### config.mk
export PLATFORM = sky130hd
export DESIGN_NAME = sst_ram
export DESIGN_NICKNAME = d
export VERILOG_FILES = /design/src/rtl/sst_ram.sv
export SDC_FILE = /design/constraint.sdc
export NUM_CORES = 1
export LEC_CHECK = 0
export BUFFER_PORTS_ARGS = -buffer_cell sky130_fd_sc_hd__clkbuf_2
export CORE_MARGIN = 5
export CORE_UTILIZATION = 50
export DETAILED_ROUTE_END_ITERATION = 12
export GPL_TIMING_DRIVEN = 1
export PLACE_DENSITY = 0.67
export SETUP_SLACK_MARGIN = 0.3
export SYNTH_ARGS = -nofsm -noshare
export SYNTH_HDL_FRONTEND = slang
export SYNTH_SLANG_ARGS = --single-unit
### constraint.sdc
create_clock -name clk -period 4.4 [get_ports clk]
set_input_delay 0.44 -clock clk [delete_from_list [all_inputs] [get_ports clk]]
set_output_delay 0.44 -clock clk [all_outputs]
set_load 0.05 [all_outputs]
### src/rtl/sst_ram.sv
// ----------------------------------------------------------------------------
// sst_ram
// Generic single write port, single read port RAM with registered read.
// ----------------------------------------------------------------------------
`default_nettype none

module sst_ram #(
  parameter int WIDTH = 8,
  parameter int DEPTH = 16,
  localparam int ADDR_W = (DEPTH > 1) ? $clog2(DEPTH) : 1
) (
  input  logic              clk,
  input  logic              we,
  input  logic [ADDR_W-1:0] waddr,
  input  logic [WIDTH-1:0]  wdata,
  input  logic              re,
  input  logic [ADDR_W-1:0] raddr,
  output logic [WIDTH-1:0]  rdata
);

  logic [WIDTH-1:0] mem_r [DEPTH];

  always_ff @(posedge clk) begin
    if (we) begin
      mem_r[waddr] <= wdata;
    end
    if (re) begin
      rdata <= mem_r[raddr];
    end
  end

endmodule

`default_nettype wire

# After elaboration in Yosys (flattened, before gate mapping)
# Memories as Yosys holds them, arrays and structs flattened. A register that Yosys moved wholly into a read port is not among the register bits.
# Index checks and enable logic that the tools add are counted.
[word_totals] ff_bits=0 ramBits=128 inputBits=19 out_inout_bits=8 wordCells=3 n_memories=1
[mem_list] memory="mem_r" words=16 word_bits=8 rd=1 rd_clocked_by_memory_dff=1 wr=1 line="21" source="logic [WIDTH-1:0] mem_r [DEPTH];"
[op_classes] n_mux=2
[op_table] operator="$mux 1" count=2

# Depth between registers and ports, before layout
# Gate-level depths: netlist of the first run.
[logic_depth] ltp_word=2 ltp_mapped=5 mapped_depth_nobuf=3

# Least setup slack after synthesis of the first run
# OpenSTA, ideal clock, no wires.
[synth_path] path_kind="input-to-reg" start="in waddr[2]" end="mem mem_r[0][0], enable pin" setup_time_ns=0.383 arrival_time_ns=1.550 required_time_ns=4.017 path_slack_ns=2.467 path_stages=2 path_buffers=0 path_cell_list="or3b_2 nor3_1"
[synth_rtl] element="from (decl)" line="14" source="input logic [ADDR_W-1:0] waddr,"
[synth_rtl] element="to (decl)" line="21"
# Straight into the memory's write port.

==> flow_metrics.env, run 1 <==
export IMPL_status="completed"
export IMPL_hold_ws_ps=313
export IMPL_switching_power_w=0.000579
export IMPL_hold_viol=0
export IMPL_min_from="re"
export IMPL_ctsHtreeMaxLevel=4
export IMPL_final_common_cell="edfxtp_1"
export IMPL_clockBufferDepth=2
export IMPL_num_nets_final=286
export IMPL_cts_repair_resized=0
export IMPL_cp_required_ps=4660
export IMPL_arrival_ps=2360
export IMPL_drive_gt1_frac=0.268
export IMPL_gp_congestion=0.737
export IMPL_powerDensity_mw_per_mm2=488
export IMPL_pwr_share_clk=0.451
export IMPL_die_width_um=112
export IMPL_clk_pin_slew_worst_paths_ps=60
export IMPL_max_stage_delay_ps=600
export IMPL_wire_per_inst_um=23.5
export IMPL_n_fill_cell=745
export IMPL_crit_chain="clkbuf_2, buf_4, mux4_1, a22oi_1, nand2_1"
export IMPL_finalSetupViolCount=0
export IMPL_antenna_cells=0
export IMPL_max_slew_margin=0.251
export IMPL_cts_buffers=17
export IMPL_p_int_w=0.00236
export IMPL_cts_setup_buffers=0
export IMPL_crit_buf_inv=2
export IMPL_clock_sink_count=136
export IMPL_min_period_ps=2100
export IMPL_root_buffer="clkbuf_8"
export IMPL_drc=0
export IMPL_synth_area_sq_mm=0.00523
export IMPL_coreArea_sq_mm=0.0103
export IMPL_syn_num_nets=248
export IMPL_regToRegSetupSlack_ps=2870
export IMPL_min_to="rdata[7]"
export IMPL_row_count=37
export IMPL_pwr_share_seq=0.499
export IMPL_vias=2412
export IMPL_hold_depth=1
export IMPL_finalSetupTns_ps=0
export IMPL_die_h_um=112
export IMPL_ant_nets=0
export IMPL_post_route_period_util=0.477
export IMPL_max_freq_mhz=476
export IMPL_p_comb_frac=0.050
export IMPL_avgSynthCellArea_sq_um=22.8
export IMPL_start_kind="primary input"
export IMPL_worstMarginPinSlew_ps=1120
export IMPL_cts_tree="built"
export IMPL_path_max_fanout=19
export IMPL_finalPower_w=0.00294
export IMPL_start_util=0.509
export IMPL_drt_total_wl_um=9790
export IMPL_ir_worst_vdd_mv=0.239
export IMPL_setup_worst_path_class="in -> reg"
export IMPL_hold_path_class="in -> reg"
export IMPL_p_leak_nw=2.00
export IMPL_maxCapViolations=0
export IMPL_insertion_delay_ps=520
export IMPL_fin_cells=416
export IMPL_fin_skew_ps=4.16
export IMPL_timing_rr_start="mem_r[2][4]"
export IMPL_io_pins=27
export IMPL_grt_pass1_vias=2519
export IMPL_slew_violations=0
export IMPL_synth_cell_types=18
export IMPL_r2r_end="rdata[4]"
export IMPL_power_share_switching=0.197
export IMPL_antenna_found_initial=0
export IMPL_cp_slowest_cell="mux4_1"
export IMPL_area_growth_pct=15.3
export IMPL_layout_common_cells="edfxtp_1, clkbuf_2, mux4_2, a22oi_1, clkbuf_16"
export IMPL_reg2reg_depth=3
export IMPL_drtIter0Drc=284
export IMPL_postLayoutCoreUtil=0.587
export IMPL_vias_per_cell=5.80
export IMPL_overflow=0
export IMPL_hold_buffers=0
export IMPL_post_place_cells=384
export IMPL_portBuffers=26
export IMPL_grt_start_max_net_pins=33
export IMPL_rsz0062_at_grt="false"
export IMPL_worst_setup_path_end_kind="flop"
export IMPL_dr_pass1_iters=5
export IMPL_detailed_place_hpwl_um=6100
export IMPL_critical_path_top_delay_family="buffers and inverters"
export IMPL_fp_dieArea_sq_mm=0.0126
export IMPL_grt_pass1_wl_um=15100
export IMPL_syn_inst=229
export IMPL_ys_warn_count=0
export IMPL_ys_ff_latch=136
export IMPL_groute_usage_overall=0.169
export IMPL_yosysSeqAreaShare=0.781
==> layer usage <==
layer	vias to the layer above	global-route usage	wire length [um]
met4	0	0.0817	211
li1	1060	-	-
met2	106	0.254	4760
met3	20	0.0394	644
met5	-	0	0
met1	1226	0.235	4180
==> flip-flops by register name, indices dropped and copies added (netlist names) <==
signal  cells
mem_r     128
rdata       8
==> cell type report <==
cell class | count | area, sq um | share of cell area
sequential | 136 | 4080 | 0.677
tap | 136 | 170 | 0.0282
timing repair buffer | 29 | 153 | 0.0253
clock inverter | 11 | 130 | 0.0216
clock buffer | 21 | 429 | 0.0712
multi-input combinational | 83 | 1060 | 0.176
==> stage by stage <==
step | setup slack (ps) | instance area [sq um]
3_3_place_gp | 1720 | 5470
2_1_floorplan | 2470 | 5230
5_1_grt | 2120 | 6030
3_5_place_dp | 1720 | 5470
6_report | 2300 | 6030
4_1_cts | 2280 | 6030
==> synth_stat cells, drive strengths merged <==
cell,number,area (sq um)
nand3,1,5.00
and2b,1,7.51
nand2,9,33.8
and2,1,6.26
nand2b,2,12.5
nor3,4,20.0
nor2,13,48.8
or3b,1,8.76
nand3b,2,15.0
edfxtp,136,4080
nor2b,1,6.26
buf,7,56.3
clkdlybuf4s25,3,30.0
a22oi,16,120
mux4,32,773
==> worst max path at each step <==
stage / from / endpoint / slack [ps] / cells after the start
after floorplan: waddr[2] / mem_r[0][0] / 2470 / 2
after global placement: raddr[0] / rdata[2] / 1720 / 5
after detailed placement: raddr[0] / rdata[2] / 1720 / 5
after CTS: raddr[0] / rdata[2] / 2280 / 5
after global routing: raddr[0] / rdata[2] / 2120 / 5
final: raddr[0] / rdata[2] / 2300 / 5
==> power by group through the flow <==
| stage | logic [W] | registers (W) | clock network, W |
|---|---|---|---|
| 2_1_floorplan | 0.0000737 | 0.00151 | 0 |
| 3_3_place_gp | 0.000145 | 0.00149 | 0 |
| 3_5_place_dp | 0.000148 | 0.00150 | 0 |
| 4_1_cts | 0.000149 | 0.00147 | 0.00135 |
| 5_1_grt | 0.000158 | 0.00147 | 0.00142 |
| 6_report | 0.000147 | 0.00147 | 0.00133 |
==> logic make-up after synthesis <==
| logic type | after synthesis | share of synthesized area |
|---|---|---|
| buffers and inverters | 10 | 0.0165 |
| muxes | 32 | 0.148 |
| AOI/OAI and AO/OA | 16 | 0.0230 |
| DFF | 136 | 0.781 |
| and+or+nand+nor | 35 | 0.0314 |
(Power assumes the default switching activity.)
==> run 2: changes to the inputs <==
--- a/config.mk
+++ b/config.mk
@@ -5,6 +5,7 @@
 export SDC_FILE = /design/constraint.sdc
 export NUM_CORES = 1
 export LEC_CHECK = 0
+export ABC_AREA = 1
 export BUFFER_PORTS_ARGS = -buffer_cell sky130_fd_sc_hd__clkbuf_2
 export CORE_MARGIN = 5
 export CORE_UTILIZATION = 50
==> constraint.sdc (replaced) <==
create_clock -name clk -period 2.1 [get_ports clk]
set_input_delay 0.21 -clock clk [delete_from_list [all_inputs] [get_ports clk]]
set_output_delay 0.21 -clock clk [all_outputs]
set_load 0.05 [all_outputs]
==> run 2 against run 1 <==
  * Count of clock-buffer cells in the layout shrank 3
  * Register-to-register slack worse by 1900 ps
  * Sequential share of layout area fell by 6.7 points
  * Via count is 59% higher
  * First-iteration DRC count rose by 40%
  * Total power increased by 120%
  * Sequential power is 110% higher
  * Worst hold slack worse by 150 ps
  * Setup slack lost 1500 ps
  * Clock skew up 2.7 ps
==> flow_metrics.env, run 2 <==
export IMPL_clock_sink_count=136
export IMPL_p_leak_nw=2.89
export IMPL_die_width_um=118
export IMPL_cts_tree="built"
export IMPL_grt_pass1_wl_um=20300
export IMPL_yosys_top_cells_count="nand2_1, edfxtp_1, inv_1, nand3_1, nor2_1"
export IMPL_ant_nets=0
export IMPL_coreArea_sq_mm=0.0114
export IMPL_cts_repair_resized=0
export IMPL_ys_warn_count=0
export IMPL_slew_violations=0
export IMPL_post_route_period_util=0.611
export IMPL_layout_common_cells="nand2_1, edfxtp_1, inv_1, nand3_1, clkbuf_2"
export IMPL_synth_top_area_share=0.698
export IMPL_crit_buf_inv=1
export IMPL_critical_path_top_delay_family="flip-flops"
export IMPL_grt_start_max_net_pins=65
export IMPL_io_pins=27
export IMPL_num_nets_final=605
export IMPL_gp_congestion=0.876
export IMPL_clockBufferDepth=2
export IMPL_regToRegSetupSlack_ps=930
export IMPL_vias=3847
export IMPL_wire_per_inst_um=17.2
export IMPL_finalSetupViolCount=0
export IMPL_worst_setup_path_end_kind="output pin"
export IMPL_hold_path_class="in -> reg"
export IMPL_antenna_cells=0
export IMPL_reg2reg_depth=6
export IMPL_synthArstFlopShare=0
export IMPL_avgSynthCellArea_sq_um=10.6
export IMPL_setup_worst_path_class="reg -> out"
export IMPL_seq_area_sq_mm=0.00408
export IMPL_n_fill_cell=973
export IMPL_path_max_fanout=1
export IMPL_ys_ff_latch=136
export IMPL_drc=0
export IMPL_multiInputGateArea_sq_mm=0.00121
export IMPL_yosysSeqAreaShare=0.698
export IMPL_max_stage_delay_ps=400
export IMPL_status="completed"
export IMPL_fp_dieArea_sq_mm=0.0140
export IMPL_max_freq_mhz=780
export IMPL_overflow=0
export IMPL_synthTopCellsByArea="edfxtp_1, nand2_1, nand3_1"
export IMPL_cp_required_ps=1890
export IMPL_ir_worst_vdd_mv=0.488
export IMPL_post_place_cells=710
export IMPL_min_period_ps=1280
export IMPL_cp_slowest_cell="edfxtp_1"
export IMPL_worstMarginPinSlew_ps=734
export IMPL_dr_pass1_iters=5
export IMPL_maxCapViolations=0
export IMPL_detailed_place_hpwl_um=7780
export IMPL_cts_setup_buffers=0
export IMPL_yosysTopAreaCell="edfxtp_1"
export IMPL_finalSetupTns_ps=0
export IMPL_groute_usage_overall=0.191
export IMPL_grtUsageMet2=0.301
export IMPL_ctsHtreeMaxLevel=4
export IMPL_clk_pin_slew_worst_paths_ps=60
export IMPL_post_synth_top_count_cell="nand2_1"
export IMPL_syn_num_nets=570
export IMPL_reg_top3="mem_r: 128 flops, rdata: 8 flops"
export IMPL_crit_start="rdata[5]"
export IMPL_syn_inst=551
export IMPL_root_buffer="clkbuf_16"
export IMPL_hold_depth=1
export IMPL_fin_skew_ps=6.87
export IMPL_final_common_cell="nand2_1"
export IMPL_grt_pass1_vias=3712
export IMPL_row_count=39
export IMPL_start_kind="flop"
export IMPL_min_to="rdata[5]"
export IMPL_use_met1=0.257
export IMPL_arrival_ps=1070
export IMPL_synth_area_sq_mm=0.00585
export IMPL_rsz0062_at_grt="false"
export IMPL_powerDensity_mw_per_mm2=952
export IMPL_die_h_um=118
export IMPL_hold_buffers=0
export IMPL_insertion_delay_ps=420
export IMPL_largest_reg_flops=128
export IMPL_min_from="re"
export IMPL_yosys_most_used_dff="edfxtp_1"
export IMPL_vias_per_cell=5.18
export IMPL_use_met3=0.0435
export IMPL_postLayoutCoreUtil=0.586
export IMPL_timing_rr_start="mem_r[5][5]"
export IMPL_fin_cells=742
export IMPL_drive_gt1_frac=0.120
export IMPL_synth_cell_types=11
export IMPL_drt_total_wl_um=12800
export IMPL_start_util=0.512
export IMPL_crit_chain="clkbuf_2"
export IMPL_antenna_found_initial=0
export IMPL_synth_edf_count=136
export IMPL_grt_busiest_layer="met2"
export IMPL_cts_buffers=17
export IMPL_hold_viol=0
export IMPL_max_slew_margin=0.509
export IMPL_drtIter0Drc=399
export IMPL_area_growth_pct=14.4
export IMPL_portBuffers=26
export IMPL_r2r_end="rdata[5]"
export IMPL_top_register="mem_r"
-- run 2: cell count changes after synthesis, sizes merged, moves of 2 or more --
cell           change
nand2b             -2
nand3             +96
nand2            +164
mux4              -32
inv              +102
buf               +17
nor3               -4
a22oi             -16
nor2               +4
clkdlybuf4s25      -3
-- run 2: per-layer routing --
metal	share of wire	up-vias
li1	-	1854
met1	0.43	1823
met2	0.48	145
met3	0.070	25
met4	0.020	0
met5	0	-
-- run 2: per-stage QoR --
step           setup slack [ps]  area (sq um)  hold slack, ps  power [W]
6_report                    817          6690             166    0.00636
4_1_cts                     796          6690             149    0.00640
2_1_floorplan               939          5850             309    0.00339
3_5_place_dp                598          6110             589    0.00354
5_1_grt                     782          6690             174    0.00657
3_3_place_gp                618          6110             577    0.00353
-- run 2: area by class of cell --
| cell class | count | area share |
|---|---|---|
| well taps | 143 | 0.0268 |
| clock inverters | 14 | 0.0225 |
| repair buffers | 40 | 0.0371 |
| flip-flops and latches | 136 | 0.611 |
| clock buffers | 18 | 0.0642 |
| inverters | 102 | 0.0573 |
| multi-input cells | 289 | 0.182 |
-- run 2: power breakdown --
part	switching [W]	total, W	internal (W)
Sequential	0.0000156	0.00307	0.00306
Combinational	0.000300	0.000403	0.000102
Clock	0.00113	0.00289	0.00175
Total	0.00145	0.00636	0.00492
-- run 2: cells by family (layout without fill, tap and decap cells) --
group / Yosys count / in the layout / share of synthesized area
and+or+nand+nor: 289 / 289 / 0.208
DFF: 136 / 136 / 0.698
buffers and inverters: 126 / 174 / 0.0939
-- run 2: worst max-delay path by stage --
stage,end,slack [ps],cells past startpoint
after floorplan,mem_r[10][0],940,2
after global placement,mem_r[4][7],620,3
after detailed placement,mem_r[4][1],600,3
after CTS,rdata[5],800,1
after global routing,rdata[5],780,1
final,rdata[5],820,1
==> run 3: changes to the inputs <==
==> constraint.sdc (replaced) <==
create_clock -name clk -period 1.3 [get_ports clk]
set_input_delay 0.13 -clock clk [delete_from_list [all_inputs] [get_ports clk]]
set_output_delay 0.13 -clock clk [all_outputs]
set_load 0.05 [all_outputs]
==> run 3 against run 2 <==
  * Sequential share of layout area fell by 4.5 points
  * Combinational power rose by 100%
  * Non-clock buffer count rose by 11
  * Sequential cell count did not move
  * Total power rose by 66%
  * Worst hold slack got worse by 19 ps
  * Count of clock-buffer cells in the layout did not move
  * Clock skew fell by 1.9 ps
  * Critical path depth did not move
  * Die area did not move
  * First-iteration DRC count fell by 17%
  * Final area rose by 7.9%
  * Highest routed layer unchanged
==> flow_metrics.env, run 3 (synthesis gave the netlist of run 2 again) <==
export IMPL_status="completed"
export IMPL_root_buffer="clkbuf_16"
export IMPL_n_fill_cell=868
export IMPL_antenna_found_initial=0
export IMPL_max_slew_margin=0.714
export IMPL_post_route_period_util=0.905
export IMPL_p_leak_nw=3.11
export IMPL_setup_worst_path_class="reg -> out"
export IMPL_detailed_place_hpwl_um=8430
export IMPL_grt_pass1_wl_um=21100
export IMPL_drt_total_wl_um=13500
export IMPL_cp_slowest_cell="edfxtp_1"
export IMPL_vias_per_cell=5.24
export IMPL_grt_busiest_layer="met2"
export IMPL_fin_skew_ps=4.99
export IMPL_ctsHtreeMaxLevel=4
export IMPL_top_register="mem_r"
export IMPL_drive_gt1_frac=0.231
export IMPL_cts_setup_buffers=0
export IMPL_use_met3=0.0587
export IMPL_dr_pass1_iters=5
export IMPL_critical_path_top_delay_family="flip-flops"
export IMPL_insertion_delay_ps=400
export IMPL_crit_start="rdata[2]"
export IMPL_crit_buf_inv=1
export IMPL_final_common_cell="nand2_1"
export IMPL_gp_congestion=0.822
export IMPL_min_period_ps=1180
export IMPL_overflow=0
export IMPL_area_growth_pct=23.4
export IMPL_vias=3948
export IMPL_clock_sink_count=136
export IMPL_cts_tree="built"
export IMPL_ant_nets=0
export IMPL_use_met1=0.238
export IMPL_wire_per_inst_um=17.9
export IMPL_arrival_ps=1050
export IMPL_start_util=0.512
export IMPL_finalSetupViolCount=0
export IMPL_worst_setup_path_end_kind="output pin"
export IMPL_coreArea_sq_mm=0.0114
export IMPL_start_kind="flop"
export IMPL_ir_worst_vdd_mv=1.65
export IMPL_max_stage_delay_ps=450
export IMPL_fp_dieArea_sq_mm=0.0140
export IMPL_hold_path_class="in -> reg"
export IMPL_cp_required_ps=1170
export IMPL_seq_area_sq_mm=0.00408
export IMPL_row_count=39
export IMPL_path_max_fanout=1
export IMPL_clockBufferDepth=2
export IMPL_slew_violations=0
export IMPL_worst_path_stages=1
export IMPL_grt_pass1_vias=3910
export IMPL_finalPower_w=0.0106
export IMPL_crit_chain="buf_8"
export IMPL_reg2reg_depth=6
export IMPL_antenna_cells=0
export IMPL_die_width_um=118
export IMPL_multiInputGateArea_sq_mm=0.00151
export IMPL_largest_reg_flops=128
export IMPL_rsz0062_at_grt="true"
export IMPL_cts_buffers=17
export IMPL_num_nets_final=616
export IMPL_drc=0
export IMPL_maxCapViolations=0
export IMPL_max_freq_mhz=850
export IMPL_worstMarginPinSlew_ps=429
export IMPL_groute_usage_overall=0.200
export IMPL_portBuffers=26
export IMPL_die_h_um=118
export IMPL_drtIter0Drc=330
export IMPL_grt_start_max_net_pins=35
export IMPL_finalSetupTns_ps=0
export IMPL_grtUsageMet2=0.346
export IMPL_min_from="re"
export IMPL_timing_rr_start="mem_r[7][3]"
export IMPL_reg_top3="mem_r: 128 flops, rdata: 8 flops"
export IMPL_io_pins=27
export IMPL_hold_viol=0
export IMPL_hold_depth=1
export IMPL_powerDensity_mw_per_mm2=1470
export IMPL_clk_pin_slew_worst_paths_ps=60
export IMPL_layout_common_cells="nand2_1, edfxtp_1, inv_1, nand3_2, nand3_1"
run 3: layout make-up:
class                   count  share of cell area
repair buffers             51              0.0655
inverters                 102              0.0531
clock buffers              18              0.0595
multi-input cells         289               0.209
clock inverters            14              0.0224
flip-flops and latches    136               0.566
well taps                 143              0.0248
run 3: path summary, 6_finish.rpt:
path	to	slack, ps
worst max-delay path	rdata[2]	120
worst min register to register	rdata[2]	750
worst min-delay path	rdata[5]	150
worst max register to register	rdata[3]	210
run 3: power breakdown:
group	internal [W]	total (W)	switching (W)
clock	0.00315	0.00479	0.00165
combinational	0.000264	0.000813	0.000549
sequential	0.00495	0.00499	0.0000407
run 3: timing repair:
action                                  in CTS  in global routing
resized for setup                           43                 39
hold buffers                                 0                  0
pin swaps                                   26                 27
endpoints found under the setup margin      16                 16
run 3: through the flow:
stage | hold slack [ps] | std cells | setup slack (ps) | util | area [sq um]
after detailed placement | 557 | 721 | -78.1 | 0.549 | 6270
after global routing | 133 | 753 | 97.2 | 0.632 | 7220
after floorplan | 229 | 551 | 219 | - | 5860
final | 147 | 753 | 124 | 0.632 | 7220
after global placement | 555 | 721 | -61.8 | 0.549 | 6270
after CTS | 135 | 753 | 95.3 | 0.618 | 7060
run 3: layer usage:
layer	part of all wire	vias to the layer above
met2	0.53	121
met5	0	-
li1	-	1876
met3	0.062	26
met1	0.38	1925
met4	0.026	0
