File: config.mk
export PLATFORM = sky130hd
export DESIGN_NAME = sst_scan
export DESIGN_NICKNAME = d
export VERILOG_FILES = /design/src/rtl/sst_pkg.sv /design/src/rtl/sst_scan.sv
export SDC_FILE = /design/constraint.sdc
export NUM_CORES = 1
export LEC_CHECK = 0
export BUFFER_PORTS_ARGS = -buffer_cell sky130_fd_sc_hd__buf_2
export CAP_MARGIN = 20
export CORE_MARGIN = 1
export CORE_UTILIZATION = 25
export CTS_CLUSTER_SIZE = 28
export DETAILED_ROUTE_END_ITERATION = 6
export PLACE_DENSITY_LB_ADDON = 0.3
export SLEW_MARGIN = 15
export SYNTH_ARGS = -nofsm -noshare
export SYNTH_HDL_FRONTEND = slang
export SYNTH_SLANG_ARGS = --single-unit
File: constraint.sdc
create_clock -name clk -period 3.66 [get_ports clk]
set_input_delay 0.915 -clock clk [delete_from_list [all_inputs] [get_ports clk]]
set_output_delay 0.915 -clock clk [all_outputs]
set_load 0.02 [all_outputs]
File: src/rtl/sst_pkg.sv
// ----------------------------------------------------------------------------
// sst_pkg
// Shared types and constants for the scoped symbol table.
// ----------------------------------------------------------------------------
`default_nettype none

package sst_pkg;

  localparam int MAX_FRAMES_DEF   = 32;
  localparam int MAX_BINDINGS_DEF = 256;
  localparam int KEY_BITS_DEF     = 32;
  localparam int VALUE_BITS_DEF   = 32;

  typedef enum logic [2:0] {
    CMD_PUSH       = 3'd0,
    CMD_POP        = 3'd1,
    CMD_DEFINE     = 3'd2,
    CMD_LOOKUP_ALL = 3'd3,
    CMD_LOOKUP_TOP = 3'd4
  } cmd_t;

  typedef enum logic [2:0] {
    ST_OK          = 3'd0,
    ST_FRAMES_FULL = 3'd1,
    ST_POP_GLOBAL  = 3'd2,
    ST_BAD_ARG     = 3'd3,
    ST_DUPLICATE   = 3'd4,
    ST_BINDS_FULL  = 3'd5
  } status_t;

  typedef enum logic [2:0] {
    S_IDLE,
    S_EXEC,
    S_POP_WAIT,
    S_SCAN,
    S_FINISH
  } state_t;

  typedef struct packed {
    logic [2:0]  command;
    logic        function_flag;
    logic [31:0] name_key;
    logic [31:0] symbol_value;
  } in_item_t;

  typedef struct packed {
    logic [2:0]  status;
    logic        found;
    logic [31:0] found_value;
    logic [4:0]  scope_depth;
    logic        at_function_boundary;
  } out_item_t;

  // handshake between the sequencer and the scan unit
  typedef struct packed {
    logic done;
    logic found;
  } scan_stat_t;

endpackage

`default_nettype wire

File: src/rtl/sst_scan.sv
// ----------------------------------------------------------------------------
// sst_scan
// Newest-first walk over the binding memory, one entry per cycle, with a
// single key comparator against the registered read data.
// ----------------------------------------------------------------------------
`default_nettype none

module sst_scan #(
  parameter int MAX_BINDINGS = 256,
  parameter int KEY_BITS     = 32,
  parameter int VALUE_BITS   = 32,
  localparam int CNT_W = $clog2(MAX_BINDINGS + 1),
  localparam int IDX_W = (MAX_BINDINGS > 1) ? $clog2(MAX_BINDINGS) : 1
) (
  input  logic                           clk,
  input  logic                           rst_n,
  input  logic                           start,
  input  logic [CNT_W-1:0]               hi,
  input  logic [CNT_W-1:0]               lo,
  input  logic [KEY_BITS-1:0]            key,
  output logic                           rd_en,
  output logic [IDX_W-1:0]               rd_addr,
  input  logic [KEY_BITS+VALUE_BITS-1:0] rd_data,
  output sst_pkg::scan_stat_t            stat,
  output logic [VALUE_BITS-1:0]          value
);

  import sst_pkg::*;

  logic [CNT_W-1:0]      ptr_r, ptr_nxt, ptr_dec;
  logic                  pend_r, pend_nxt;
  logic                  busy_r, busy_nxt;
  logic                  done_r, done_nxt;
  logic                  found_r, found_nxt;
  logic [VALUE_BITS-1:0] value_r, value_nxt;
  logic [KEY_BITS-1:0]   rd_key;
  logic [VALUE_BITS-1:0] rd_val;
  logic                  hit;

  assign rd_key  = rd_data[KEY_BITS+VALUE_BITS-1:VALUE_BITS];
  assign rd_val  = rd_data[VALUE_BITS-1:0];
  assign ptr_dec = ptr_r - 1'b1;
  assign hit     = pend_r && (rd_key == key);

  always_comb begin
    ptr_nxt   = ptr_r;
    pend_nxt  = 1'b0;
    busy_nxt  = busy_r;
    done_nxt  = 1'b0;
    found_nxt = found_r;
    value_nxt = value_r;
    rd_en     = 1'b0;
    rd_addr   = ptr_dec[IDX_W-1:0];
    if (start) begin
      ptr_nxt   = hi;
      busy_nxt  = 1'b1;
      found_nxt = 1'b0;
    end else if (busy_r) begin
      if (hit) begin
        busy_nxt  = 1'b0;
        done_nxt  = 1'b1;
        found_nxt = 1'b1;
        value_nxt = rd_val;
      end else if (ptr_r > lo) begin
        // read lands next cycle, compare happens then
        rd_en    = 1'b1;
        ptr_nxt  = ptr_dec;
        pend_nxt = 1'b1;
      end else begin
        busy_nxt = 1'b0;
        done_nxt = 1'b1;
      end
    end
  end

  always_ff @(posedge clk) begin
    if (!rst_n) begin
      busy_r  <= 1'b0;
      pend_r  <= 1'b0;
      done_r  <= 1'b0;
      found_r <= 1'b0;
    end else begin
      busy_r  <= busy_nxt;
      pend_r  <= pend_nxt;
      done_r  <= done_nxt;
      found_r <= found_nxt;
    end
  end

  always_ff @(posedge clk) begin
    ptr_r   <= ptr_nxt;
    value_r <= value_nxt;
  end

  assign stat.done  = done_r;
  assign stat.found = found_r;
  assign value      = value_r;

endmodule

`default_nettype wire

Word-level counts from Yosys, hierarchy flattened
Cells that the tools add are included.

storage, ports and cells
  output and inout bits = 43
  flip-flop bits (word level) = 45

cells by class
  add/subtract/negate cells = 1
  equal/unequal tests = 2
  order comparisons = 1
  reductions and logical operators = 8
  bitwise operators = 3
  multiplexer cells = 11

operators by type and width
  operator                                                            count
  9-bit two-way mux                                                   4
  32-bit equality test                                                1
  9-bit > comparator                                                  1
  9-bit by 1-bit subtractor with 9-bit output, second input constant  1
  1-bit two-way mux                                                   7
  3-bit AND reduction                                                 2
  2-bit nonzero test                                                  2
  1-bit inverter                                                      3
  3-bit OR reduction                                                  1
  2-bit != test, second input constant                                1
  2-bit AND reduction                                                 1
  2-bit OR reduction                                                  1
  1-bit logical AND                                                   1

Logic depth before layout (Yosys ltp)
Gate-level depths: netlist of run 1.

  depth in word-level cells = 5
  mapped depth = 7
  gate-level depth less buffers = 7

Least setup slack after synthesis of run 1
No wires, ideal clock.

  path kind = input port to flip-flop
  from = in key[30]
  to = reg value_r[0] (netlist: value[0]) (enable)
  stages on the path = 5
  path slack = 337 ps
  path buffers = 0
  data required time = 3239 ps
  library setup time = 421 ps
  arrival = 2902 ps
  cell sequence = xnor2_1 > nand4_1 > nor4_1 > nand4_1 > nor2_1

on the way
  cells in the longest elaborated chain, start to end = 3

RTL lines
  element                        line            text
  start: declaration             sst_scan.sv:20  input logic [KEY_BITS-1:0] key,
  32-bit equality test           sst_scan.sv:43  assign hit = pend_r && (rd_key == key);
  1-bit logical AND              sst_scan.sv:43
  3-bit AND reduction (no line)  -
  end signal: assignment         sst_scan.sv:92  value_r <= value_nxt;
  end: declaration               sst_scan.sv:35  logic [VALUE_BITS-1:0] value_r, value_nxt;

No other way between the ends.
A chain may end at the register's enable or synchronous reset.

Worst setup path in the final report of run 1
  from = in key[11]
  to = out rd_en

on the way
  cells in the longest elaborated chain, start to end = 5

RTL lines
  element               line            text
  32-bit equality test  sst_scan.sv:43
  1-bit logical AND     sst_scan.sv:43
  1-bit two-way mux     sst_scan.sv:59  if (hit) begin
  1-bit two-way mux     sst_scan.sv:58  end else if (busy_r) begin
  1-bit two-way mux     sst_scan.sv:54  if (start) begin
  end: declaration      sst_scan.sv:21  output logic rd_en,

No other way between the ends.

==> results of run 1 <==
==> final cells by class <==
cell class	count	area share
clock buffer	6	0.0218
clock inverter	2	0.00450
timing repair buffer	161	0.243
inverter	15	0.0169
sequential	45	0.393
tap	108	0.0405
multi-input combinational	125	0.280
==> worst reg2reg max path: cells and delay by family, from the launching register on <==
kind | cells | cell delay [ps]
flip-flops | 1 | 500
AO/OA/AOI/OAI | 2 | 380
adder cells (fa/ha/maj) | 1 | 320
AND/OR/NAND/NOR | 3 | 320
buffers and inverters | 1 | 220
==> per-stage QoR <==
| stage | power, mW | cell area (µm²) |
|---|---|---|
| after global placement | 0.856 | 3250 |
| after floorplan | 0.747 | 2320 |
| after CTS | 1.18 | 3340 |
| final | 1.16 | 3340 |
| after detailed placement | 0.861 | 3250 |
| after global routing | 1.22 | 3340 |
==> per-layer routing <==
layer  up-vias  global-route usage  share of wire
li1       1007                   -              -
met1       882               0.132           0.38
met2       100               0.225           0.52
met3         4              0.0315          0.086
met4         0              0.0448          0.011
met5         -                   0              0
==> flip-flops by register name, summed over array words and instances (netlist names) <==
signal   count
busy_r       1
done_r       1
found_r      1
pend_r       1
ptr_r        9
value       32
==> power groups by stage <==
stage	Sequential, mW	Clock [mW]	Combinational [mW]
3_3_place_gp	0.611	0	0.245
2_1_floorplan	0.606	0	0.141
5_1_grt	0.602	0.346	0.276
3_5_place_dp	0.611	0	0.250
4_1_cts	0.599	0.327	0.251
6_report	0.599	0.311	0.247
==> cells by family after synthesis <==
kind of cell	share of synthesized area
simple gates	0.138
flops	0.566
xor+xnor	0.147
buf+inv	0.0324
compound gates	0.0340
fa+ha+maj	0.0540
mux	0.0291
==> cells in the final DEF, fill, tap and decap left out, types with 3 or more instances in the layout <==
| cell type | n |
|---|---|
| a21oi_1 | 4 |
| buf_2 | 159 |
| clkbuf_8 | 5 |
| dfxtp_1 | 4 |
| edfxtp_1 | 41 |
| ha_1 | 10 |
| inv_1 | 14 |
| mux2_2 | 5 |
| nand2_1 | 18 |
| nand3_1 | 7 |
| nand4_1 | 8 |
| nor2_1 | 3 |
| nor3_1 | 7 |
| nor4b_1 | 3 |
| o21ai_0 | 5 |
| xnor2_1 | 31 |
| xor2_1 | 8 |
==> worst paths after layout <==
kind,end,slack [ps],cells past startpoint
setup / recovery,rd_en,360,7
hold / removal,busy_r,500,2
setup reg to reg,ptr_r[6],1620,7
hold reg to reg,busy_r,500,2
==> metrics.md, run 1 <==
| Metric | Value |
|---|---|
| Static Leakage | 1.47 nW |
| Initial Util | 0.262 |
| YS warnings | 0 |
| Combinational Power Share | 0.214 |
| Worst setup path class | input pin to primary output |
| CTS tree | yes |
| DR vias | 1993 |
| CP Cell Sequence | buf_2 -> xnor2_1 -> nand4_1 -> nor4b_1 -> and4_1 -> nor3_1 -> buf_2 |
| Register share of total power | 0.518 |
| PortBufs | 159 |
| Top cells by area, synth | edfxtp_1, xnor2_1, ha_1 |
| Grt total ovfl | 0 |
| Vias in the first global route | 1976 |
| Die Span Y | 98.3 µm |
| Top_reg_cell synth | edfxtp_1 |
| Syn Nets | 315 |
| Ports | 160 |
| Post-DRT Antenna Nets | 0 |
| Top delay family on crit path | simple AND/OR/NAND/NOR gates |
| Share of layout cells above drive strength 1 | 0.503 |
| First-pass GRT wire length | 9070 µm |
| Slowest stage delay, CP | 450 ps |
| Clock Tree Buf Depth | 2 |
| Flops & latches, synth | 45 |
| Finished Layout Cells | 462 |
| Startpoint Class | input pin |
| Final setup margin | 362 ps |
| Storage element area | 0.00131 mm² |
| Netlist cell types | 31 |
| Post-synth top cells | edfxtp_1, xnor2_1, nand2_1 |
| Origin of the worst setup path | key[11] |
| Filler cell count | 897 |
| WP data required | 2740 ps |
| RSZ-0062 raised after global routing | no |
| Placed Instances | 454 |
| TritonCTS Sinks | 45 |
| Final Core Density | 0.377 |
| Drc violations | 9 |
| Max Freq | 0.303 GHz |
| Switching fraction of total power | 0.276 |
| Final nets | 480 |
| Mapped Area | 0.00232 mm² |
| Root buf cell | clkbuf_8 |
| Crit path capture type | primary output |
| Outcome | complete, but fails checks |
| Post-synth EDFFs | 41 |
| Post-CTS Setup Repair Bufs | 0 |
| Maxcap violations | 0 |
| GRT Total Usage | 0.121 |
| Endpoints failing setup | 0 |
| Vias per Instance | 4.31 |
| DR iter-0 viols | 38 |
| DP Wirelength | 4720 µm |
| Routability cong. | 0.729 |
| Core area | 0.00885 mm² |
| Post-CTS sizing | 0 |
| Post-synthesis sequential area ratio | 0.566 |
| Yosys top cell area share | 0.531 |
| Hold_ws | 505 ps |
| Worst VDD drop | 155 µV |
| Failing checks | design-rule violations |
| Die X | 98.3 µm |
| Pre-CTS setup slack | 307 ps |
| Slew HR | 0.700 |
| Hold path start | busy_r |
| CP arrival | 2380 ps |
| Slew Viols, Final | 0 |
| Most frequent cell after synthesis | edfxtp_1 |
| Period utilization | 0.901 |
| Die area | 0.00966 mm² |
| Type of the tightest min-delay check | register to register |
| Post-cts hold buffer count | 0 |
| Pin count of the biggest net entering global routing | 33 |
| Post-Synthesis Cells | 188 |
| Routed WL per cell | 12.5 µm |
| Worst slew pin tran | 444 ps |
| CTS Buf Count | 5 |
| NetSw | 0.320 mW |
| R2r startpoint | ptr_r[6] |
| Worst-path maximum fanout | 4 |
| PD cells | 347 mW/mm² |
| P&R area growth vs syn | 43.9% |
| Final hold vios | 0 |
| Initial antenna violation count | 0 |
| Dominant cell type by area after synthesis | edfxtp_1 |
| Initial DRT Pass Iterations | 6 |
| Async set or reset register ratio after synthesis | 0 |
| DRT Wirelength | 5760 µm |
| Slowest-stage cell, CP | nor4b_1 |
| Minimum clock period | 3300 ps |
| Clock latency on the worst-skew pair | 300 ps |
| FP Rows | 34 |
| N_diodes | 0 |
| H-tree levels | 2 |
| Clock transition at path regs | 90 ps |
| Clk_skew | 3.01 ps |
| Worst path buffer plus inverter count | 2 |
| Internal | 0.838 mW |
| Synth Area per Inst | 12.3 µm² |
| Multi-input logic area | 935 µm² |
| Cell mode on critical path | buf_2 |
| Clk pwr share | 0.268 |
| Sum Neg Setup Slack | 0 ps |
Note: power is estimated with default switching activity, not from simulation.
==> run 2: changes to the inputs <==
- CTS_CLUSTER_DIAMETER: default -> 60
- SETUP_SLACK_MARGIN: default -> 0.5
==> metrics.md, run 2 (synthesized netlist as in run 1, its figures left out) <==
| Metric | Value |
|---|---|
| Type of the tightest min-delay check | register to register |
| Pin count of the biggest net entering global routing | 33 (unchanged) |
| Vias per Instance | 4.38 (+1.5%) |
| Final Core Density | 0.392 (+0.0151) |
| Final nets | 482 (+0.42%) |
| Met2 WL | 2960 µm (-0.97%) |
| Drc violations | 10 (+1) |
| Share of layout cells above drive strength 1 | 0.562 (+0.0590) |
| Failing checks | design-rule violations |
| Max FFs per register | 32 (unchanged) |
| Commonest cells after routing, fill and taps aside | buf_2, edfxtp_1, xnor2_1 |
| Multi-input logic area | 0.00105 mm² (+12%) |
| DRT Wirelength | 5890 µm (+2.3%) |
| Startpoint Class | input pin |
| DR vias | 2032 (+2.0%) |
| Highest routed layer | met4 |
| FP Rows | 34 (unchanged) |
| DP Wirelength | 4750 µm (+0.61%) |
| Worst VDD drop | 165 µV (+6.4%) |
| Die Span Y | 98.3 µm (unchanged) |
| Period utilization | 0.839 (-0.0623) |
| PortBufs | 159 (unchanged) |
| WP data required | 2740 ps (about the same) |
| GRT Total Usage | 0.119 (-0.00197) |
| Ports | 160 (unchanged) |
| Slew HR | 0.721 (+0.0211) |
| Post-cts hold buffer count | 0 (unchanged) |
| Worst-path maximum fanout | 3 (-1) |
| Sum Neg Setup Slack | 0 ps (unchanged) |
| Filler cell count | 901 (+0.45%) |
| RSZ-0062 raised after global routing | no |
| Routed WL per cell | 12.7 µm (+1.8%) |
| Storage element area | 0.00131 mm² (unchanged) |
| CP arrival | 2150 ps (-230 ps) |
| Initial DRT Pass Iterations | 7 (+1) |
| CTS Buf Count | 5 (unchanged) |
| Clk pwr share | 0.267 (about the same) |
| H-tree levels | 2 (unchanged) |
| Most common cell after layout, fill and taps aside | buf_2 |
| Die area | 0.00966 mm² (unchanged) |
| Clock latency on the worst-skew pair | 300 ps (about the same) |
| Clock transition at path regs | 100 ps (about the same) |
| Initial antenna violation count | 0 (unchanged) |
| Root buf cell | clkbuf_8 |
| Slew Viols, Final | 0 (unchanged) |
| M1 wire length | 2370 µm (+7.0%) |
| Post-DRT Antenna Nets | 0 (unchanged) |
| Outcome | complete, but fails checks |
| First-pass GRT wire length | 9070 µm (about the same) |
| Register share of total power | 0.504 (-0.014) |
| Static Leakage | 1.51 nW (+3.1%) |
| Met3 wire len | 478 µm (-3.0%) |
| Initial Util | 0.262 (unchanged) |
| TritonCTS Sinks | 45 (unchanged) |
| P&R area growth vs syn | 49.6% |
| Switching fraction of total power | 0.285 (+0.00860) |
| DR iter-0 viols | 62 (+63%) |
| Core area | 0.00885 mm² (unchanged) |
| Final hold vios | 0 (unchanged) |
| Die X | 98.3 µm (unchanged) |
| Max Freq | 0.326 GHz (+7.4%) |
| Vias in the first global route | 1981 (+0.25%) |
| Combinational Power Share | 0.229 (+0.015) |
| N_diodes | 0 (unchanged) |
| NetSw | 0.340 mW (+6.4%) |
| Endpoints failing setup | 0 (unchanged) |
| Routability cong. | 0.761 (+4.3%) |
| Crit path capture type | primary output |
| Worst slew pin tran | 419 ps (-25.4 ps) |
| Final setup margin | 590 ps (+228 ps) |
| Maxcap violations | 0 (unchanged) |
| Pre-CTS setup slack | 439 ps (+132 ps) |
| Worst setup path class | input pin to primary output |
| Minimum clock period | 3070 ps (-228 ps) |
| Grt total ovfl | 0 (unchanged) |
| CTS tree | yes |
| Internal | 0.854 mW (+1.9%) |
| Clk_skew | 10.6 ps (+7.54 ps) |
| Clock Tree Buf Depth | 2 (unchanged) |
| PD cells | 344 mW/mm² (-0.82%) |
==> run 2: cell count changes in the layout (fill, tap and decap cells not counted), moves of 2 or more <==
cell | before | now
nor3_1 | 7 | 5
nor4b_1 | 3 | 1
a21oi_1 | 4 | 1
ha_1 | 10 | 7
xnor2_2 | 0 | 4
xnor2_1 | 31 | 27
nor4b_2 | 0 | 2
ha_4 | 0 | 3
a21oi_2 | 0 | 3
nor3_2 | 0 | 2
buf_4 | 2 | 5
==> run 2: layout make-up <==
type / count / share of cell area
sequential: 45 / 0.378
multi-input combinational: 125 / 0.302
timing repair buffer: 163 / 0.239
tap: 108 / 0.0389
clock buffer: 5 / 0.0198
inverter: 15 / 0.0162
clock inverter: 3 / 0.00613
==> run 2: worst max-delay path, cell delays in order <==
cell	delay, ps
buf_2	70
inv_1	30
ha_1	310
a21oi_2	160
o22ai_1	90
a211o_1	280
nand2_2	100
nor3_2	50
buf_4	150
==> run 2: path summary, 6_finish.rpt <==
path | from | endpoint | slack [ps] | cells past startpoint
max reg2reg | ptr_r[1] | ptr_r[5] | 1520 | 8
min | found_r | found_r | 480 | 2
max | lo[5] | rd_en | 590 | 9
min reg2reg | found_r | found_r | 480 | 2
==> run 2: repair_timing <==
action / in CTS / in global routing
buffers inserted: 1 / 1
gates resized for setup: 2 / 19
endpoints found under the setup margin: 1 / 1
pin swaps: 2 / 8
==> run 2: per-stage QoR <==
stage | instances | cell area [µm²] | power (mW) | hold slack, ps
2_1_floorplan | 188 | 2320 | 0.747 | 444
3_3_place_gp | 454 | 3250 | 0.859 | 463
3_5_place_dp | 454 | 3250 | 0.862 | 472
4_1_cts | 463 | 3350 | 1.19 | 489
5_1_grt | 464 | 3470 | 1.26 | 505
6_report | 464 | 3470 | 1.19 | 483
==> run 2: per-layer routing <==
| layer | global-route usage | up-vias |
|---|---|---|
| li1 | - | 1015 |
| met1 | 0.140 | 902 |
| met2 | 0.217 | 110 |
| met3 | 0.0229 | 5 |
| met4 | 0.0413 | 0 |
| met5 | 0 | - |
==> run 2: power groups by stage <==
| stage | combinational [mW] | clock [mW] | sequential, mW |
|---|---|---|---|
| 2_1_floorplan | 0.141 | 0 | 0.606 |
| 3_3_place_gp | 0.248 | 0 | 0.611 |
| 3_5_place_dp | 0.251 | 0 | 0.611 |
| 4_1_cts | 0.256 | 0.333 | 0.600 |
| 5_1_grt | 0.302 | 0.351 | 0.604 |
| 6_report | 0.273 | 0.319 | 0.601 |
==> run 3: changes to the inputs <==
- clock period: 3.66 -> 3 ns (I/O delays scaled with it)
==> metrics.md, run 3 (synthesized netlist as in run 1, its figures left out) <==
| Metric | Value |
|---|---|
| PortBufs | 159 (unchanged) |
| CP arrival | 1990 ps (-160 ps) |
| P&R area growth vs syn | 55.4% |
| Sum Neg Setup Slack | 0 ps (unchanged) |
| DRT Wirelength | 6040 µm (+2.6%) |
| PD cells | 411 mW/mm² (+20%) |
| Core area | 0.00885 mm² (unchanged) |
| Multi-input logic area | 0.00110 mm² (+4.7%) |
| Share of layout cells above drive strength 1 | 0.587 (+0.0250) |
| First-pass GRT wire length | 9030 µm (-0.45%) |
| Max FFs per register | 32 (unchanged) |
| Placed cell areas | 0.00328 mm² (+0.89%) |
| TritonCTS Sinks | 45 (unchanged) |
| Stages on worst setup path | 9 (unchanged) |
| Routed WL per cell | 12.8 µm (+1.1%) |
| Type of the tightest min-delay check | register to register |
| Pin count of the biggest net entering global routing | 33 (unchanged) |
| Ports | 160 (unchanged) |
| CTS Buf Count | 5 (unchanged) |
| Final nets | 489 (+1.5%) |
| Slowest stage delay, CP | 330 ps (+20 ps) |
| Maxcap violations | 0 (unchanged) |
| Commonest cells after routing, fill and taps aside | buf_2, edfxtp_1, xnor2_1 |
| Initial Util | 0.262 (unchanged) |
| RSZ-0062 raised after global routing | yes |
| Worst slew pin tran | 547 ps (+129 ps) |
| WP data required | 2250 ps (-490 ps) |
| Initial antenna violation count | 0 (unchanged) |
| DR iter-0 viols | 60 (-3.2%) |
| Static Leakage | 1.57 nW (+3.6%) |
| Worst Hold Path Cells | 2 (unchanged) |
| Die Span Y | 98.3 µm (unchanged) |
| Drc violations | 9 (-1) |
| FP Rows | 34 (unchanged) |
| Failing checks | design-rule violations |
| Filler cell count | 895 (-0.67%) |
| Storage element area | 0.00131 mm² (unchanged) |
| Max Freq | 0.364 GHz |
| Hold path start | found_r |
| Top delay family on crit path | compound AO/OA/AOI/OAI gates |
| Hold_ws | 478 ps (-4.46 ps) |
| CP Cell Sequence | buf_2 -> inv_1 -> ha_1 -> a21oi_2 -> o22ai_2 -> a211o_1 -> nand2_2 -> nor3_4 -> buf_6 |
| DP Wirelength | 4850 µm (+2.1%) |
| Origin of the worst setup path | lo[7] |
| Vias in the first global route | 1979 (-0.10%) |
| DR vias | 2078 (+2.3%) |
| Worst-path maximum fanout | 2 (-1) |
| Minimum clock period | 2740 ps |
| Grt total ovfl | 0 (unchanged) |
| CTS tree | yes |
| H-tree levels | 2 (unchanged) |
| Period utilization | 0.915 |
| R2r startpoint | ptr_r[6] |
| Design Area, Final | 0.00360 mm² (+3.9%) |
| Most common cell after layout, fill and taps aside | buf_2 |
| Vias per Instance | 4.41 (+0.74%) |
| Post-DRT Antenna Nets | 0 (unchanged) |
| Final setup margin | 256 ps (-334 ps) |
| Clock latency on the worst-skew pair | 290 ps (about the same) |
| Final hold vios | 0 (unchanged) |
| Die X | 98.3 µm (unchanged) |
| Slew HR | 0.635 (-0.0858) |
| Worst VDD drop | 201 µV (+22%) |
| Clock Tree Buf Depth | 2 (unchanged) |
| Pre-CTS setup slack | 100 ps (-339 ps) |
| Worst setup path class | input pin to primary output |
| Clock transition at path regs | 80 ps (-20 ps) |
| Startpoint Class | input pin |
| Worst path buffer plus inverter count | 3 (unchanged) |
| Root buf cell | clkbuf_8 |
| Clk_skew | 1.87 ps (-8.69 ps) |
| Routability cong. | 0.768 (+0.93%) |
| Slowest-stage cell, CP | ha_1 |
| Crit path capture type | primary output |
| Die area | 0.00966 mm² (unchanged) |
| Initial DRT Pass Iterations | 6 (-1) |
| Reg2Reg Depth | 7 (-1) |
| Slew Viols, Final | 0 (unchanged) |
| Endpoints failing setup | 0 (unchanged) |
| Outcome | complete, but fails checks |
| GRT Total Usage | 0.122 (+0.00234) |
| N_diodes | 0 (unchanged) |
-- run 3: cell count changes in the layout (fill, tap and decap cells not counted), moves of 2 or more --
cell and change:
xor2_1 -2, clkinv_4 +2, buf_2 -3, buf_6 +3
xor2_2 +2, nor2_4 +2, buf_4 +6
-- run 3: area by class of cell --
| cell class | count | share of cell area |
|---|---|---|
| Timing Repair Buffer | 170 | 0.253 |
| Inverter | 15 | 0.0156 |
| Multi-Input combinational cell | 125 | 0.305 |
| Sequential cell | 45 | 0.364 |
| Clock buffer | 5 | 0.0191 |
| Tap cell | 108 | 0.0375 |
| Clock inverter | 3 | 0.00625 |
-- run 3: final timing paths --
path | slack (ps) | end
worst max-delay path | 260 | rd_en
worst min-delay path | 480 | found_r
worst max register to register | 700 | ptr_r[3]
worst min register to register | 480 | found_r
-- run 3: report_power, final --
part           internal, mW  leakage [nW]  total, mW  switching, mW
clock network         0.165        0.0481      0.377          0.211
registers             0.707         0.409      0.728         0.0211
logic                 0.192          1.11      0.378          0.186
-- run 3: repair_timing --
action / CTS / global route
endpoints found under the setup margin: 3 / 14
hold buffers: 0 / 0
resized for setup: 18 / 14
pin swaps: 8 / 8
setup buffers: 6 / 3
-- run 3: worst reg2reg max path, delay by kind of cell (launching register included) --
| kind | cells | cell delay (ps) |
|---|---|---|
| AOI/OAI and AO/OA | 3 | 770 |
| adders and majority gates | 1 | 350 |
| buffers and inverters | 1 | 130 |
| DFF | 1 | 520 |
| and+or+nand+nor | 2 | 180 |
-- run 3: per-stage QoR --
| step | total power, mW | util | instances |
|---|---|---|---|
| floorplan | 0.914 | - | 188 |
| global placement | 1.05 | 0.370 | 454 |
| detailed placement | 1.05 | 0.370 | 454 |
| CTS | 1.47 | 0.396 | 468 |
| global route | 1.56 | 0.407 | 471 |
| finish | 1.48 | 0.407 | 471 |
-- run 3: per-layer routing --
layer | global-route usage | up-vias | wire [µm]
li1 | - | 1028 | -
met1 | 0.145 | 936 | 2420
met2 | 0.218 | 109 | 3050
met3 | 0.0251 | 5 | 497
met4 | 0.0413 | 0 | 78
met5 | 0 | - | 0
